[config.mk]
export PLATFORM = sky130hd
export DESIGN_NAME = code128_symbol_encoder
export DESIGN_NICKNAME = d
export VERILOG_FILES = /design/src/rtl/c128_pkg.sv /design/src/rtl/c128_front.sv /design/src/rtl/c128_back.sv /design/src/rtl/code128_symbol_encoder.sv
export SDC_FILE = /design/constraint.sdc
export NUM_CORES = 1
export LEC_CHECK = 0
export BUFFER_PORTS_ARGS = -buffer_cell sky130_fd_sc_hd__buf_2
export CORE_ASPECT_RATIO = 0.9
export CORE_UTILIZATION = 50
export CTS_CLUSTER_SIZE = 12
export DETAILED_ROUTE_END_ITERATION = 10
export PLACE_DENSITY = 0.69
export SETUP_SLACK_MARGIN = 0.02
export SLEW_MARGIN = 5
export SYNTH_ARGS = -nofsm -noshare
export SYNTH_HDL_FRONTEND = slang
export SYNTH_SLANG_ARGS = --single-unit
[constraint.sdc]
create_clock -name clk -period 12.1 [get_ports clk]
set_input_delay 1.21 -clock clk [delete_from_list [all_inputs] [get_ports clk]]
set_output_delay 1.21 -clock clk [all_outputs]
set_load 0.02 [all_outputs]
[src/rtl/c128_pkg.sv]
// shared types, codeword constants, bar pattern table and mod-103 reduction
// for the code 128 symbol encoder; no dependencies
package c128_pkg;

  localparam int LOOKAHEAD = 4;
  localparam int FILL_W = $clog2(LOOKAHEAD + 1);

  localparam logic [6:0] CW_SW_C    = 7'd99;
  localparam logic [6:0] CW_SW_B    = 7'd100;
  localparam logic [6:0] CW_SW_A    = 7'd101;
  localparam logic [6:0] CW_START_A = 7'd103;
  localparam logic [6:0] CW_START_B = 7'd104;
  localparam logic [6:0] CW_START_C = 7'd105;
  localparam logic [6:0] CW_STOP    = 7'd106;
  localparam logic [6:0] CHR_SPACE  = 7'd32;
  localparam logic [6:0] CHR_AT     = 7'd64;
  localparam logic [2:0] STOP_TAIL  = 3'd2;

  typedef enum logic [1:0] {SET_NONE, SET_A, SET_B, SET_C} set_t;

  typedef enum logic [1:0] {ST_FETCH, ST_WORK, ST_CHECK, ST_STOP} state_t;

  // one queued character with its classification
  typedef struct packed {
    logic       err;
    logic       last;
    logic       dig;
    logic [6:0] chr;
  } item_t;

  // each hex digit holds one element width
  localparam logic [23:0] BAR_TABLE [107] = '{
    24'h212222, 24'h222122, 24'h222221, 24'h121223, 24'h121322, 24'h131222,
    24'h122213, 24'h122312, 24'h132212, 24'h221213, 24'h221312, 24'h231212,
    24'h112232, 24'h122132, 24'h122231, 24'h113222, 24'h123122, 24'h123221,
    24'h223211, 24'h221132, 24'h221231, 24'h213212, 24'h223112, 24'h312131,
    24'h311222, 24'h321122, 24'h321221, 24'h312212, 24'h322112, 24'h322211,
    24'h212123, 24'h212321, 24'h232121, 24'h111323, 24'h131123, 24'h131321,
    24'h112313, 24'h132113, 24'h132311, 24'h211313, 24'h231113, 24'h231311,
    24'h112133, 24'h112331, 24'h132131, 24'h113123, 24'h113321, 24'h133121,
    24'h313121, 24'h211331, 24'h231131, 24'h213113, 24'h213311, 24'h213131,
    24'h311123, 24'h311321, 24'h331121, 24'h312113, 24'h312311, 24'h332111,
    24'h314111, 24'h221411, 24'h431111, 24'h111224, 24'h111422, 24'h121124,
    24'h121421, 24'h141122, 24'h141221, 24'h112214, 24'h112412, 24'h122114,
    24'h122411, 24'h142112, 24'h142211, 24'h241211, 24'h221114, 24'h413111,
    24'h241112, 24'h134111, 24'h111242, 24'h121142, 24'h121241, 24'h114212,
    24'h124112, 24'h124211, 24'h411212, 24'h421112, 24'h421211, 24'h212141,
    24'h214121, 24'h412121, 24'h111143, 24'h111341, 24'h131141, 24'h114113,
    24'h114311, 24'h411113, 24'h411311, 24'h113141, 24'h114131, 24'h311141,
    24'h411131, 24'h211412, 24'h211214, 24'h211232, 24'h233111
  };

  // 128 = 25 mod 103, folded three times then a final correction
  function automatic logic [6:0] mod103(input logic [13:0] x);
    logic [11:0] a;
    logic [9:0]  b;
    logic [7:0]  c;
    a = 12'(x[13:7]) * 12'd25 + 12'(x[6:0]);
    b = 10'(a[11:7]) * 10'd25 + 10'(a[6:0]);
    c = 8'(b[9:7]) * 8'd25 + 8'(b[6:0]);
    if (c >= 8'd206) begin
      return 7'(c - 8'd206);
    end else if (c >= 8'd103) begin
      return 7'(c - 8'd103);
    end
    return c[6:0];
  endfunction

endpackage

[src/rtl/c128_front.sv]
// front end: classifies incoming bytes and holds them in a two-entry queue
// depends on c128_pkg
module c128_front (
  input  logic              clk,
  input  logic              rst,
  input  logic [7:0]        character,
  input  logic              last_char,
  input  logic              char_valid,
  output logic              char_ready,
  output c128_pkg::item_t   q_item,
  output logic              q_valid,
  input  logic              q_pop
);
  import c128_pkg::*;

  item_t      slot [2];
  logic       wp;
  logic       rp;
  logic [1:0] cnt;
  logic       push;
  item_t      incoming;

  assign char_ready = (cnt != 2'd2);
  assign push       = char_valid && char_ready;
  assign q_valid    = (cnt != 2'd0);
  assign q_item     = slot[rp];

  always_comb begin
    incoming.err  = character[7];
    incoming.last = last_char;
    incoming.dig  = (character >= 8'd48) && (character <= 8'd57);
    incoming.chr  = character[6:0];
  end

  always_ff @(posedge clk) begin
    if (push) begin
      slot[wp] <= incoming;
    end
  end

  always_ff @(posedge clk) begin
    if (rst) begin
      wp  <= 1'b0;
      rp  <= 1'b0;
      cnt <= 2'd0;
    end else begin
      if (push) wp <= ~wp;
      if (q_pop) rp <= ~rp;
      cnt <= cnt + 2'(push) - 2'(q_pop);
    end
  end

endmodule

[src/rtl/c128_back.sv]
// back end: lookahead window, set selection, checksum and output register
// depends on c128_pkg
module c128_back (
  input  logic              clk,
  input  logic              rst,
  input  c128_pkg::item_t   q_item,
  input  logic              q_valid,
  output logic              q_pop,
  output logic [6:0]        codeword,
  output logic [2:0]        bar_one,
  output logic [2:0]        space_one,
  output logic [2:0]        bar_two,
  output logic [2:0]        space_two,
  output logic [2:0]        bar_three,
  output logic [2:0]        space_three,
  output logic [2:0]        final_bar,
  output logic              last_symbol,
  output logic              bad_input,
  output logic              sym_valid,
  input  logic              sym_ready
);
  import c128_pkg::*;

  logic [6:0]           win_chr [LOOKAHEAD];
  logic [LOOKAHEAD-1:0] win_dig;
  logic [FILL_W-1:0]    fill;
  set_t                 cur_set;
  logic [6:0]           pos;
  logic [6:0]           checksum;
  logic                 discarding;
  logic                 msg_last;
  state_t               state;
  state_t               state_next;
  logic                 prod_valid;
  logic [13:0]          prod;

  logic [FILL_W-1:0]    run;
  logic                 run_ok;
  logic                 can_emit;
  logic                 has_start;
  logic                 has_work;
  logic                 fetching;
  set_t                 c0_set;

  logic                 emit;
  logic                 emit_err;
  logic [6:0]           emit_cw;
  logic                 do_weight;
  logic                 do_start;
  logic                 do_clear;
  logic                 do_load;
  logic                 do_cons1;
  logic                 do_cons2;
  logic                 set_load;
  set_t                 set_next;
  logic [23:0]          pat;

  // leading digit run inside the filled part of the window
  always_comb begin
    run    = '0;
    run_ok = 1'b1;
    for (int i = 0; i < LOOKAHEAD; i++) begin
      if (run_ok && (FILL_W'(i) < fill) && win_dig[i]) begin
        run = run + 1'b1;
      end else begin
        run_ok = 1'b0;
      end
    end
  end

  assign can_emit  = !sym_valid || sym_ready;
  assign c0_set    = (win_chr[0] < CHR_SPACE) ? SET_A : SET_B;
  assign has_start = (cur_set == SET_NONE) &&
                     ((int'(fill) >= LOOKAHEAD) || msg_last);
  assign has_work  = msg_last ? (fill != '0) : (int'(fill) >= LOOKAHEAD);
  assign fetching  = (state == ST_FETCH) ||
                     ((state == ST_WORK) && !has_start && !has_work && !msg_last);

  // next state
  always_comb begin
    state_next = state;
    unique case (state) inside
      ST_FETCH, ST_WORK: begin
        if (fetching) begin
          if (q_pop && !discarding && !q_item.err) state_next = ST_WORK;
          else state_next = ST_FETCH;
        end else if (!has_start && !has_work) begin
          state_next = ST_CHECK;
        end
      end
      ST_CHECK: begin
        if (!prod_valid && can_emit) state_next = ST_STOP;
      end
      ST_STOP: begin
        if (can_emit) state_next = ST_FETCH;
      end
      default: state_next = ST_FETCH;
    endcase
  end

  // actions
  always_comb begin
    q_pop     = 1'b0;
    emit      = 1'b0;
    emit_err  = 1'b0;
    emit_cw   = '0;
    do_weight = 1'b0;
    do_start  = 1'b0;
    do_clear  = 1'b0;
    do_load   = 1'b0;
    do_cons1  = 1'b0;
    do_cons2  = 1'b0;
    set_load  = 1'b0;
    set_next  = cur_set;
    unique case (state) inside
      ST_FETCH, ST_WORK: begin
        if (fetching) begin
          if (q_valid && (discarding || !q_item.err || can_emit)) begin
            q_pop = 1'b1;
            if (!discarding) begin
              if (q_item.err) begin
                emit     = 1'b1;
                emit_err = 1'b1;
                do_clear = 1'b1;
              end else begin
                do_load = 1'b1;
              end
            end
          end
        end else if (has_start) begin
          if (can_emit) begin
            emit     = 1'b1;
            do_start = 1'b1;
            set_load = 1'b1;
            if ((int'(run) >= 4) || (msg_last && (run == fill))) begin
              set_next = SET_C;
              emit_cw  = CW_START_C;
            end else if (c0_set == SET_A) begin
              set_next = SET_A;
              emit_cw  = CW_START_A;
            end else begin
              set_next = SET_B;
              emit_cw  = CW_START_B;
            end
          end
        end else if (has_work) begin
          if (can_emit) begin
            emit      = 1'b1;
            do_weight = 1'b1;
            if ((cur_set != SET_C) && (int'(run) >= 4)) begin
              set_load = 1'b1;
              set_next = SET_C;
              emit_cw  = CW_SW_C;
            end else if (cur_set == SET_C) begin
              if (int'(run) >= 2) begin
                emit_cw  = 7'(win_chr[0][3:0]) * 7'd10 + 7'(win_chr[1][3:0]);
                do_cons2 = 1'b1;
              end else begin
                set_load = 1'b1;
                set_next = c0_set;
                emit_cw  = (c0_set == SET_A) ? CW_SW_A : CW_SW_B;
              end
            end else if (c0_set != cur_set) begin
              set_load = 1'b1;
              set_next = c0_set;
              emit_cw  = (c0_set == SET_A) ? CW_SW_A : CW_SW_B;
            end else begin
              do_cons1 = 1'b1;
              if ((cur_set == SET_A) && (win_chr[0] < CHR_SPACE)) begin
                emit_cw = win_chr[0] + CHR_AT;
              end else begin
                emit_cw = win_chr[0] - CHR_SPACE;
              end
            end
          end
        end
      end
      ST_CHECK: begin
        if (!prod_valid && can_emit) begin
          emit    = 1'b1;
          emit_cw = checksum;
        end
      end
      ST_STOP: begin
        if (can_emit) begin
          emit     = 1'b1;
          emit_cw  = CW_STOP;
          do_clear = 1'b1;
        end
      end
      default: ;
    endcase
  end

  always_ff @(posedge clk) begin
    if (rst) begin
      state      <= ST_FETCH;
      discarding <= 1'b0;
      msg_last   <= 1'b0;
      cur_set    <= SET_NONE;
      fill       <= '0;
      pos        <= '0;
      checksum   <= '0;
      prod_valid <= 1'b0;
      sym_valid  <= 1'b0;
    end else begin
      state <= state_next;
      if (q_pop) begin
        if (discarding) discarding <= !q_item.last;
        else if (q_item.err) discarding <= !q_item.last;
      end
      if (do_load) msg_last <= q_item.last;

      if (do_clear) cur_set <= SET_NONE;
      else if (set_load) cur_set <= set_next;

      if (do_clear) fill <= '0;
      else if (do_load) fill <= fill + 1'b1;
      else if (do_cons1) fill <= fill - 1'b1;
      else if (do_cons2) fill <= fill - FILL_W'(2);

      if (do_clear) begin
        checksum   <= '0;
        pos        <= '0;
        prod_valid <= 1'b0;
      end else if (do_start) begin
        checksum   <= 7'(emit_cw - CW_START_A);
        pos        <= 7'd1;
        prod_valid <= 1'b0;
      end else begin
        if (prod_valid) checksum <= mod103(14'(checksum) + prod);
        prod_valid <= do_weight;
        if (do_weight) pos <= (pos == 7'd102) ? 7'd0 : pos + 7'd1;
      end

      if (emit) sym_valid <= 1'b1;
      else if (sym_ready) sym_valid <= 1'b0;
    end
  end

  // window storage and product register
  always_ff @(posedge clk) begin
    if (do_weight) prod <= 14'(emit_cw) * 14'(pos);
    if (do_load) begin
      win_chr[fill[$clog2(LOOKAHEAD)-1:0]] <= q_item.chr;
      win_dig[fill[$clog2(LOOKAHEAD)-1:0]] <= q_item.dig;
    end else if (do_cons1) begin
      for (int i = 0; i + 1 < LOOKAHEAD; i++) begin
        win_chr[i] <= win_chr[i + 1];
        win_dig[i] <= win_dig[i + 1];
      end
    end else if (do_cons2) begin
      for (int i = 0; i + 2 < LOOKAHEAD; i++) begin
        win_chr[i] <= win_chr[i + 2];
        win_dig[i] <= win_dig[i + 2];
      end
    end
  end

  assign pat = BAR_TABLE[emit_cw];

  always_ff @(posedge clk) begin
    if (emit) begin
      codeword    <= emit_cw;
      bad_input   <= emit_err;
      last_symbol <= emit_err || (emit_cw == CW_STOP);
      final_bar   <= (!emit_err && (emit_cw == CW_STOP)) ? STOP_TAIL : 3'd0;
      if (emit_err) begin
        bar_one     <= '0;
        space_one   <= '0;
        bar_two     <= '0;
        space_two   <= '0;
        bar_three   <= '0;
        space_three <= '0;
      end else begin
        bar_one     <= pat[22:20];
        space_one   <= pat[18:16];
        bar_two     <= pat[14:12];
        space_two   <= pat[10:8];
        bar_three   <= pat[6:4];
        space_three <= pat[2:0];
      end
    end
  end

endmodule

[src/rtl/code128_symbol_encoder.sv]
// channel | signals                         | direction
// char    | char_valid/char_ready, payload  | in
// sym     | sym_valid/sym_ready, payload    | out
//
// one character enters a two-entry queue per cycle while char_ready is high; the back end
// pops one and emits at most one codeword per cycle, so a plain text character takes
// a pop and then an emit, and a message end adds start, drain, checksum, stop
// reset is synchronous and clears control state; no clearing pass
// the output register takes a new codeword while the old one is transferred
// top level of the code 128 symbol encoder; depends on c128_pkg,
// c128_front and c128_back
module code128_symbol_encoder (
  input  logic       clk,
  input  logic       rst,
  input  logic [7:0] character,
  input  logic       last_char,
  input  logic       char_valid,
  output logic       char_ready,
  output logic [6:0] codeword,
  output logic [2:0] bar_one,
  output logic [2:0] space_one,
  output logic [2:0] bar_two,
  output logic [2:0] space_two,
  output logic [2:0] bar_three,
  output logic [2:0] space_three,
  output logic [2:0] final_bar,
  output logic       last_symbol,
  output logic       bad_input,
  output logic       sym_valid,
  input  logic       sym_ready
);
  import c128_pkg::*;

  item_t q_item;
  logic  q_valid;
  logic  q_pop;

  c128_front u_front (
    .clk        (clk),
    .rst        (rst),
    .character  (character),
    .last_char  (last_char),
    .char_valid (char_valid),
    .char_ready (char_ready),
    .q_item     (q_item),
    .q_valid    (q_valid),
    .q_pop      (q_pop)
  );

  c128_back u_back (
    .clk         (clk),
    .rst         (rst),
    .q_item      (q_item),
    .q_valid     (q_valid),
    .q_pop       (q_pop),
    .codeword    (codeword),
    .bar_one     (bar_one),
    .space_one   (space_one),
    .bar_two     (bar_two),
    .space_two   (space_two),
    .bar_three   (bar_three),
    .space_three (space_three),
    .final_bar   (final_bar),
    .last_symbol (last_symbol),
    .bad_input   (bad_input),
    .sym_valid   (sym_valid),
    .sym_ready   (sym_ready)
  );

endmodule

==> results_dict.tcl, run 1 <==
set metrics [dict create \
    critPathSlowestCell "fa_1" \
    clock_path_buffers 2 \
    max_cap_viol_count 0 \
    period_share 0.9005 \
    numCtsBuffers 17 \
    relSlewSlack 0.2055 \
    fin_nets 1539 \
    start_util 0.5099 \
    hold_buffers 0 \
    avgSynthCellArea_um2 8.868 \
    die_width_um 164.9 \
    fin_skew_ns 0.01198 \
    cp_max_fo 5 \
    synth_warnings 0 \
    finalHoldViolCount 0 \
    final_core_util 0.5496 \
    final_layout_size_suffix_gt1_frac 0.08943 \
    clkSinkCount 124 \
    clkPwrFrac 0.260 \
    grt_pass1_vias 9556 \
    final_common_cell "ha_1" \
    vdd_ir_drop_max_mv 0.1171 \
    synthCells 1346 \
    vias_per_cell 6.040 \
    first_pass_iters 7 \
    crit_family "adder cells" \
    cts_tree "built" \
    syn_area_mm2 0.01194 \
    drcViolationCount 0 \
    final_max_slew_viol_count 0 \
    cp-startpoint "u_back.prod[0]" \
    tightest_slew_ns 1.192 \
    grt_start_max_net_pins 51 \
    rrSetupSlack_ns 1.20 \
    core_mm2 0.02341 \
    synthArstFlopShare 0 \
    arrival_ns 11.27 \
    seq_area_frac_synth 0.2868 \
    diodes 0 \
    endpoint_kind "flop" \
    p_leak_nw 5.626 \
    startpoint_type "flop" \
    cts-root-buf "clkbuf_16" \
    io_pins 45 \
    switching_share 0.4050 \
    fin_setup_tns_ns 0 \
    path_class "flop to flop" \
    track_usage 0.2421 \
    status "finished, final reports clean" \
    grt-ovfl-total 0 \
    cp-endpoint "u_back.checksum[3]" \
    power_density_mw_per_mm2 155.2 \
    worst_skew_pair.late_latency_ns 0.43 \
    routedWlPerCell_um 17.41 \
    cpPeakStageDelay_ns 0.54 \
    areaGrowthSynthToFinish_pct 7.788 \
    p_seq_frac 0.311 \
    switchingPower_mw 0.8089 \
    p_total_mw 1.997 \
    rr_startpoint "u_back.prod[0]" \
    port_buffers 42 \
    layout_common_cells "145 x ha_1, 123 x nand2_1, 113 x nor2_1, 109 x inv_1, 100 x a21oi_1" \
    power.share.combinational 0.430 \
    critPathRequiredTime_ns 12.47 \
    post_cts_buffers 0 \
    reg2reg_to "u_back.checksum[3]" \
    gp_congestion 0.9704 \
    r2r_cells 50 \
    yosys.cell_types.count 89 \
    clk_pin_slew_ns 0.06 \
    setup_viol 0 \
    cp_num_buf_inv 6 \
    die_h_um 148.6 \
    min_period_ns 10.90 \
    vias 9996 \
    hold_slack_ns 0.4891 \
    path_depth 50 \
    die_area_mm2 0.02450 \
    grt_antenna_before_repair 0 \
    hp-class "flop to flop" \
    rows 53 \
    internal_power_mw 1.188 \
    synth_top_flop_cell "edfxtp_1" \
    synth_edf_count 94 \
    synth_seq_cells 124 \
    rsz0062_at_grt "no" \
    dp_hpwl_um 20760 \
    first_iter_violations 957 \
    wl_um 28820 \
    ant_nets 0 \
    cts_resized 0 \
    ctsHtreeMaxLevel 4 \
    max_freq_ghz 0.09177 \
    grt_pass1_wl_um 47330 \
]
-- kinds of logic (layout without fill, tap and decap cells) --
kind of cell	after synthesis	in the layout	share of synthesized area
AND/OR/NAND/NOR	388	388	0.1548
AO/OA/AOI/OAI	365	365	0.2034
buffers and inverters	192	198	0.06509
adder cells (fa/ha/maj)	186	186	0.2208
flip-flops	124	124	0.2868
XOR/XNOR	71	71	0.05210
multiplexers	19	19	0.01677
other	1	2	0.0003142
-- synthesized netlist by cell type (23+ instances only) --
master	instances	area (um2)
a21oi_1	100	500.5
and2_1	28	175.2
clkbuf_1	45	168.9
dfxtp_1	30	600.6
edfxtp_1	94	2823
fa_1	41	820.8
ha_1	145	1814
inv_1	109	409.1
nand2_1	123	461.7
nand3_1	27	135.1
nor2_1	113	424.2
o21ai_0	69	345.3
xnor2_1	48	420.4
xor2_1	23	201.4
-- worst min path at each step --
| stage | end | slack (ns) | startpoint | cells after the start |
|---|---|---|---|---|
| after floorplan | u_back.discarding | 0.45 | u_back.discarding | 2 |
| after global placement | u_back.discarding | 0.48 | u_back.discarding | 2 |
| after detailed placement | u_back.discarding | 0.49 | u_back.discarding | 2 |
| after CTS | u_back.discarding | 0.49 | u_back.discarding | 2 |
| after global routing | u_back.discarding | 0.51 | u_back.discarding | 2 |
| final | u_back.discarding | 0.49 | u_back.discarding | 2 |
-- cell type report --
class | count | area [um2]
Clock buffer | 17 | 425.4
Clock inverter | 15 | 170.2
Fill cell | 2151 | 10540
Inverter | 114 | 427.9
Multi-Input combinational cell | 1031 | 7756
Sequential cell | 124 | 3423
Tap cell | 302 | 377.9
Timing Repair Buffer | 52 | 285.3
-- worst reg2reg max path: cells and delay by family, from the launching register on --
| kind | cells | cell delay [ns] |
|---|---|---|
| mux | 1 | 0.23 |
| compound gates | 19 | 3.54 |
| simple gates | 8 | 0.92 |
| fa+ha+maj | 13 | 4.76 |
| xor+xnor | 3 | 0.66 |
| buf+inv | 6 | 0.36 |
| flops | 1 | 0.37 |
-- per-stage QoR --
step,cell area (um2),std cells,worst slack [ns]
after floorplan,11940,1347,2.094
after global placement,12270,1623,1.629
after detailed placement,12270,1623,1.330
after CTS,12870,1655,1.280
after global routing,12870,1655,0.3066
final,12870,1655,1.203
-- state kept, by name, summed over array words and instances (netlist names), 4 cells and up, named ones only --
name and cells:
u_back.checksum 7, u_back.codeword 7, u_back.pos 7, u_back.prod 14, u_back.win_chr 28, u_back.win_dig 4
u_front.slot 20
-- metal layers --
layer  share of wire  up-vias  global-route usage
met4           0.029        0             0.09266
met2            0.44      441              0.3731
met1            0.45     4648              0.3320
li1                -     4816                   -
met3           0.081       91             0.05047
met5               0        -                   0
-- power groups by stage --
| stage | clock network [mW] | logic (mW) | registers [mW] |
|---|---|---|---|
| after detailed placement | 0 | 0.844 | 0.629 |
| after floorplan | 0 | 0.898 | 0.664 |
| final | 0.519 | 0.858 | 0.620 |
| after global placement | 0 | 0.830 | 0.627 |
| after CTS | 0.526 | 0.851 | 0.620 |
| after global routing | 0.538 | 0.953 | 0.630 |
No activity file was read; power rests on OpenSTA's default activity.
==> run 2, diff against run 1 <==
--- a/config.mk
+++ b/config.mk
@@ -10,7 +10,7 @@
 export CORE_UTILIZATION = 50
 export CTS_CLUSTER_SIZE = 12
 export DETAILED_ROUTE_END_ITERATION = 10
-export PLACE_DENSITY = 0.69
+export PLACE_DENSITY = 0.64
 export SETUP_SLACK_MARGIN = 0.02
 export SLEW_MARGIN = 5
 export SYNTH_ARGS = -nofsm -noshare
==> run 2 against run 1 <==
  * Largest cell class unchanged
  * Critical path type unchanged
  * Highest routed layer unchanged
  * Clock power rose by 2%
  * Sequential share of layout area barely moved
  * Die area did not move
==> results_dict.tcl, run 2 (synthesis gave the netlist of run 1 again) <==
set metrics [dict create \
    die_h_um 148.6 \
    p_leak_nw 5.626 \
    port_buffers 42 \
    grt_pass1_wl_um 47710 \
    multi_input_area_mm2 0.007756 \
    reg2reg_to "u_back.checksum[3]" \
    internal_power_mw 1.187 \
    design_area_mm2 0.01286 \
    wl_um 29110 \
    grt_antenna_before_repair 1 \
    path_class "flop to flop" \
    power.share.combinational 0.426 \
    top_register "u_back.win_chr" \
    die_width_um 164.9 \
    fin_nets 1539 \
    startpoint_type "flop" \
    final_layout_size_suffix_gt1_frac 0.08943 \
    rows 53 \
    dp_worst_setup_slack_ns 1.254 \
    clk_pin_slew_ns 0.07 \
    gp_congestion 0.9362 \
    use_met3 0.05410 \
    p_total_mw 2.002 \
    final_max_slew_viol_count 0 \
    nFillCells 2163 \
    cts_tree "built" \
    hp-class "flop to flop" \
    switchingPower_mw 0.8149 \
    rsz0062_at_grt "no" \
    routedWlPerCell_um 17.58 \
    vias 9963 \
    clkPwrFrac 0.265 \
    final_core_util 0.5495 \
    status "finished, final reports clean" \
    switching_share 0.4070 \
    vias_per_cell 6.016 \
    fin_setup_tns_ns 0 \
    rr_startpoint "u_back.prod[1]" \
    r2r_cells 46 \
    critPathSlowestCell "or4b_2" \
    first_iter_violations 957 \
    setup_viol 0 \
    area.sequential_mm2 0.003423 \
    finalHoldViolCount 0 \
    cts-root-buf "clkbuf_16" \
    numCtsBuffers 17 \
    gr-usage-met1 0.3293 \
    rrSetupSlack_ns 1.22 \
    layout_common_cells "145 x ha_1, 123 x nand2_1, 113 x nor2_1, 109 x inv_1, 100 x a21oi_1" \
    first_pass_iters 6 \
    ant_nets 0 \
    endpoint_kind "flop" \
    grt_pass1_vias 9523 \
    cpPeakStageDelay_ns 0.69 \
    worst_slack_ns 1.217 \
    dp_hpwl_um 20410 \
    cp-endpoint "u_back.checksum[3]" \
    start_util 0.5099 \
    busiest_layer "met2" \
    critPathRequiredTime_ns 12.43 \
    areaGrowthSynthToFinish_pct 7.757 \
    grt_start_max_net_pins 51 \
    cp_max_fo 5 \
    post_cts_buffers 0 \
    max_cap_viol_count 0 \
    tightest_slew_ns 1.078 \
    arrival_ns 11.21 \
    relSlewSlack 0.2798 \
    p_seq_frac 0.310 \
    placed_cell_area_mm2 0.01227 \
    largest_reg_flops 28 \
    core_mm2 0.02341 \
    min_period_ns 10.88 \
    cts_resized 0 \
    io_pins 45 \
    max_freq_ghz 0.09188 \
    grt-ovfl-total 0 \
    vdd_ir_drop_max_mv 0.09846 \
    worst_skew_pair.late_latency_ns 0.43 \
    clkSinkCount 124 \
    clock_path_buffers 2 \
    met2_usage 0.3859 \
    fin_skew_ns 0.01862 \
    hold_buffers 0 \
    ctsHtreeMaxLevel 4 \
    die_area_mm2 0.02450 \
    cp_common_cell "a21oi_1" \
    largestRegisters "u_back.win_chr x28, u_front.slot x20, u_back.prod x14" \
    cp-startpoint "u_back.prod[1]" \
    period_share 0.8995 \
    track_usage 0.2452 \
    drcViolationCount 0 \
    final_common_cell "ha_1" \
    power_density_mw_per_mm2 155.7 \
]
run 2: cell types whose count changed in the layout (fill, tap and decap cells not counted):
cell        previous run  this run
diode_2                0         1
inv_6                  4         6
clkinv_8               1         0
clkinvlp_4             2         1
run 2: per-layer routing:
metal  wire (um)  up-vias
met5           0        -
met1       12810     4610
met4         772        0
met3        2524       84
li1            -     4821
met2       13000      448
run 2: power groups by stage:
stage	clock network [mW]	logic, mW	registers [mW]
floorplan	0	0.898	0.664
global placement	0	0.835	0.628
detailed placement	0	0.841	0.629
CTS	0.534	0.845	0.621
global route	0.554	0.948	0.630
finish	0.530	0.852	0.620
run 2: worst min path at each step:
stage	end	cells past startpoint	startpoint
after floorplan	u_back.discarding	2	u_back.discarding
after global placement	u_back.discarding	2	u_back.discarding
after detailed placement	u_back.discarding	2	u_back.discarding
after CTS	u_back.discarding	2	u_back.discarding
after global routing	u_back.discarding	2	u_back.discarding
final	u_back.discarding	2	u_back.discarding
run 2: cell type report:
type,instances,share of cell area
antenna,1,0.0001946
clock buffer,17,0.03307
clock inverter,15,0.01274
inverter,114,0.03327
multi-input combinational,1031,0.6030
sequential,124,0.2661
tap,302,0.02938
timing repair buffer,52,0.02218
run 2: worst max-delay path: cells and delay by family (launching register included):
| family | cells | cell delay, ns |
|---|---|---|
| and+or+nand+nor | 4 | 1.11 |
| adders and majority gates | 12 | 4.46 |
| xor gates and xnor gates | 3 | 0.65 |
| AOI/OAI and AO/OA | 21 | 3.79 |
| buffers and inverters | 5 | 0.24 |
| muxes | 1 | 0.10 |
| DFF | 1 | 0.42 |
run 2: stage by stage:
step | hold WS (ns) | instances
2_1_floorplan | 0.4518 | 1347
3_3_place_gp | 0.4836 | 1623
3_5_place_dp | 0.4872 | 1623
4_1_cts | 0.4990 | 1655
5_1_grt | 0.5355 | 1656
6_report | 0.4993 | 1656
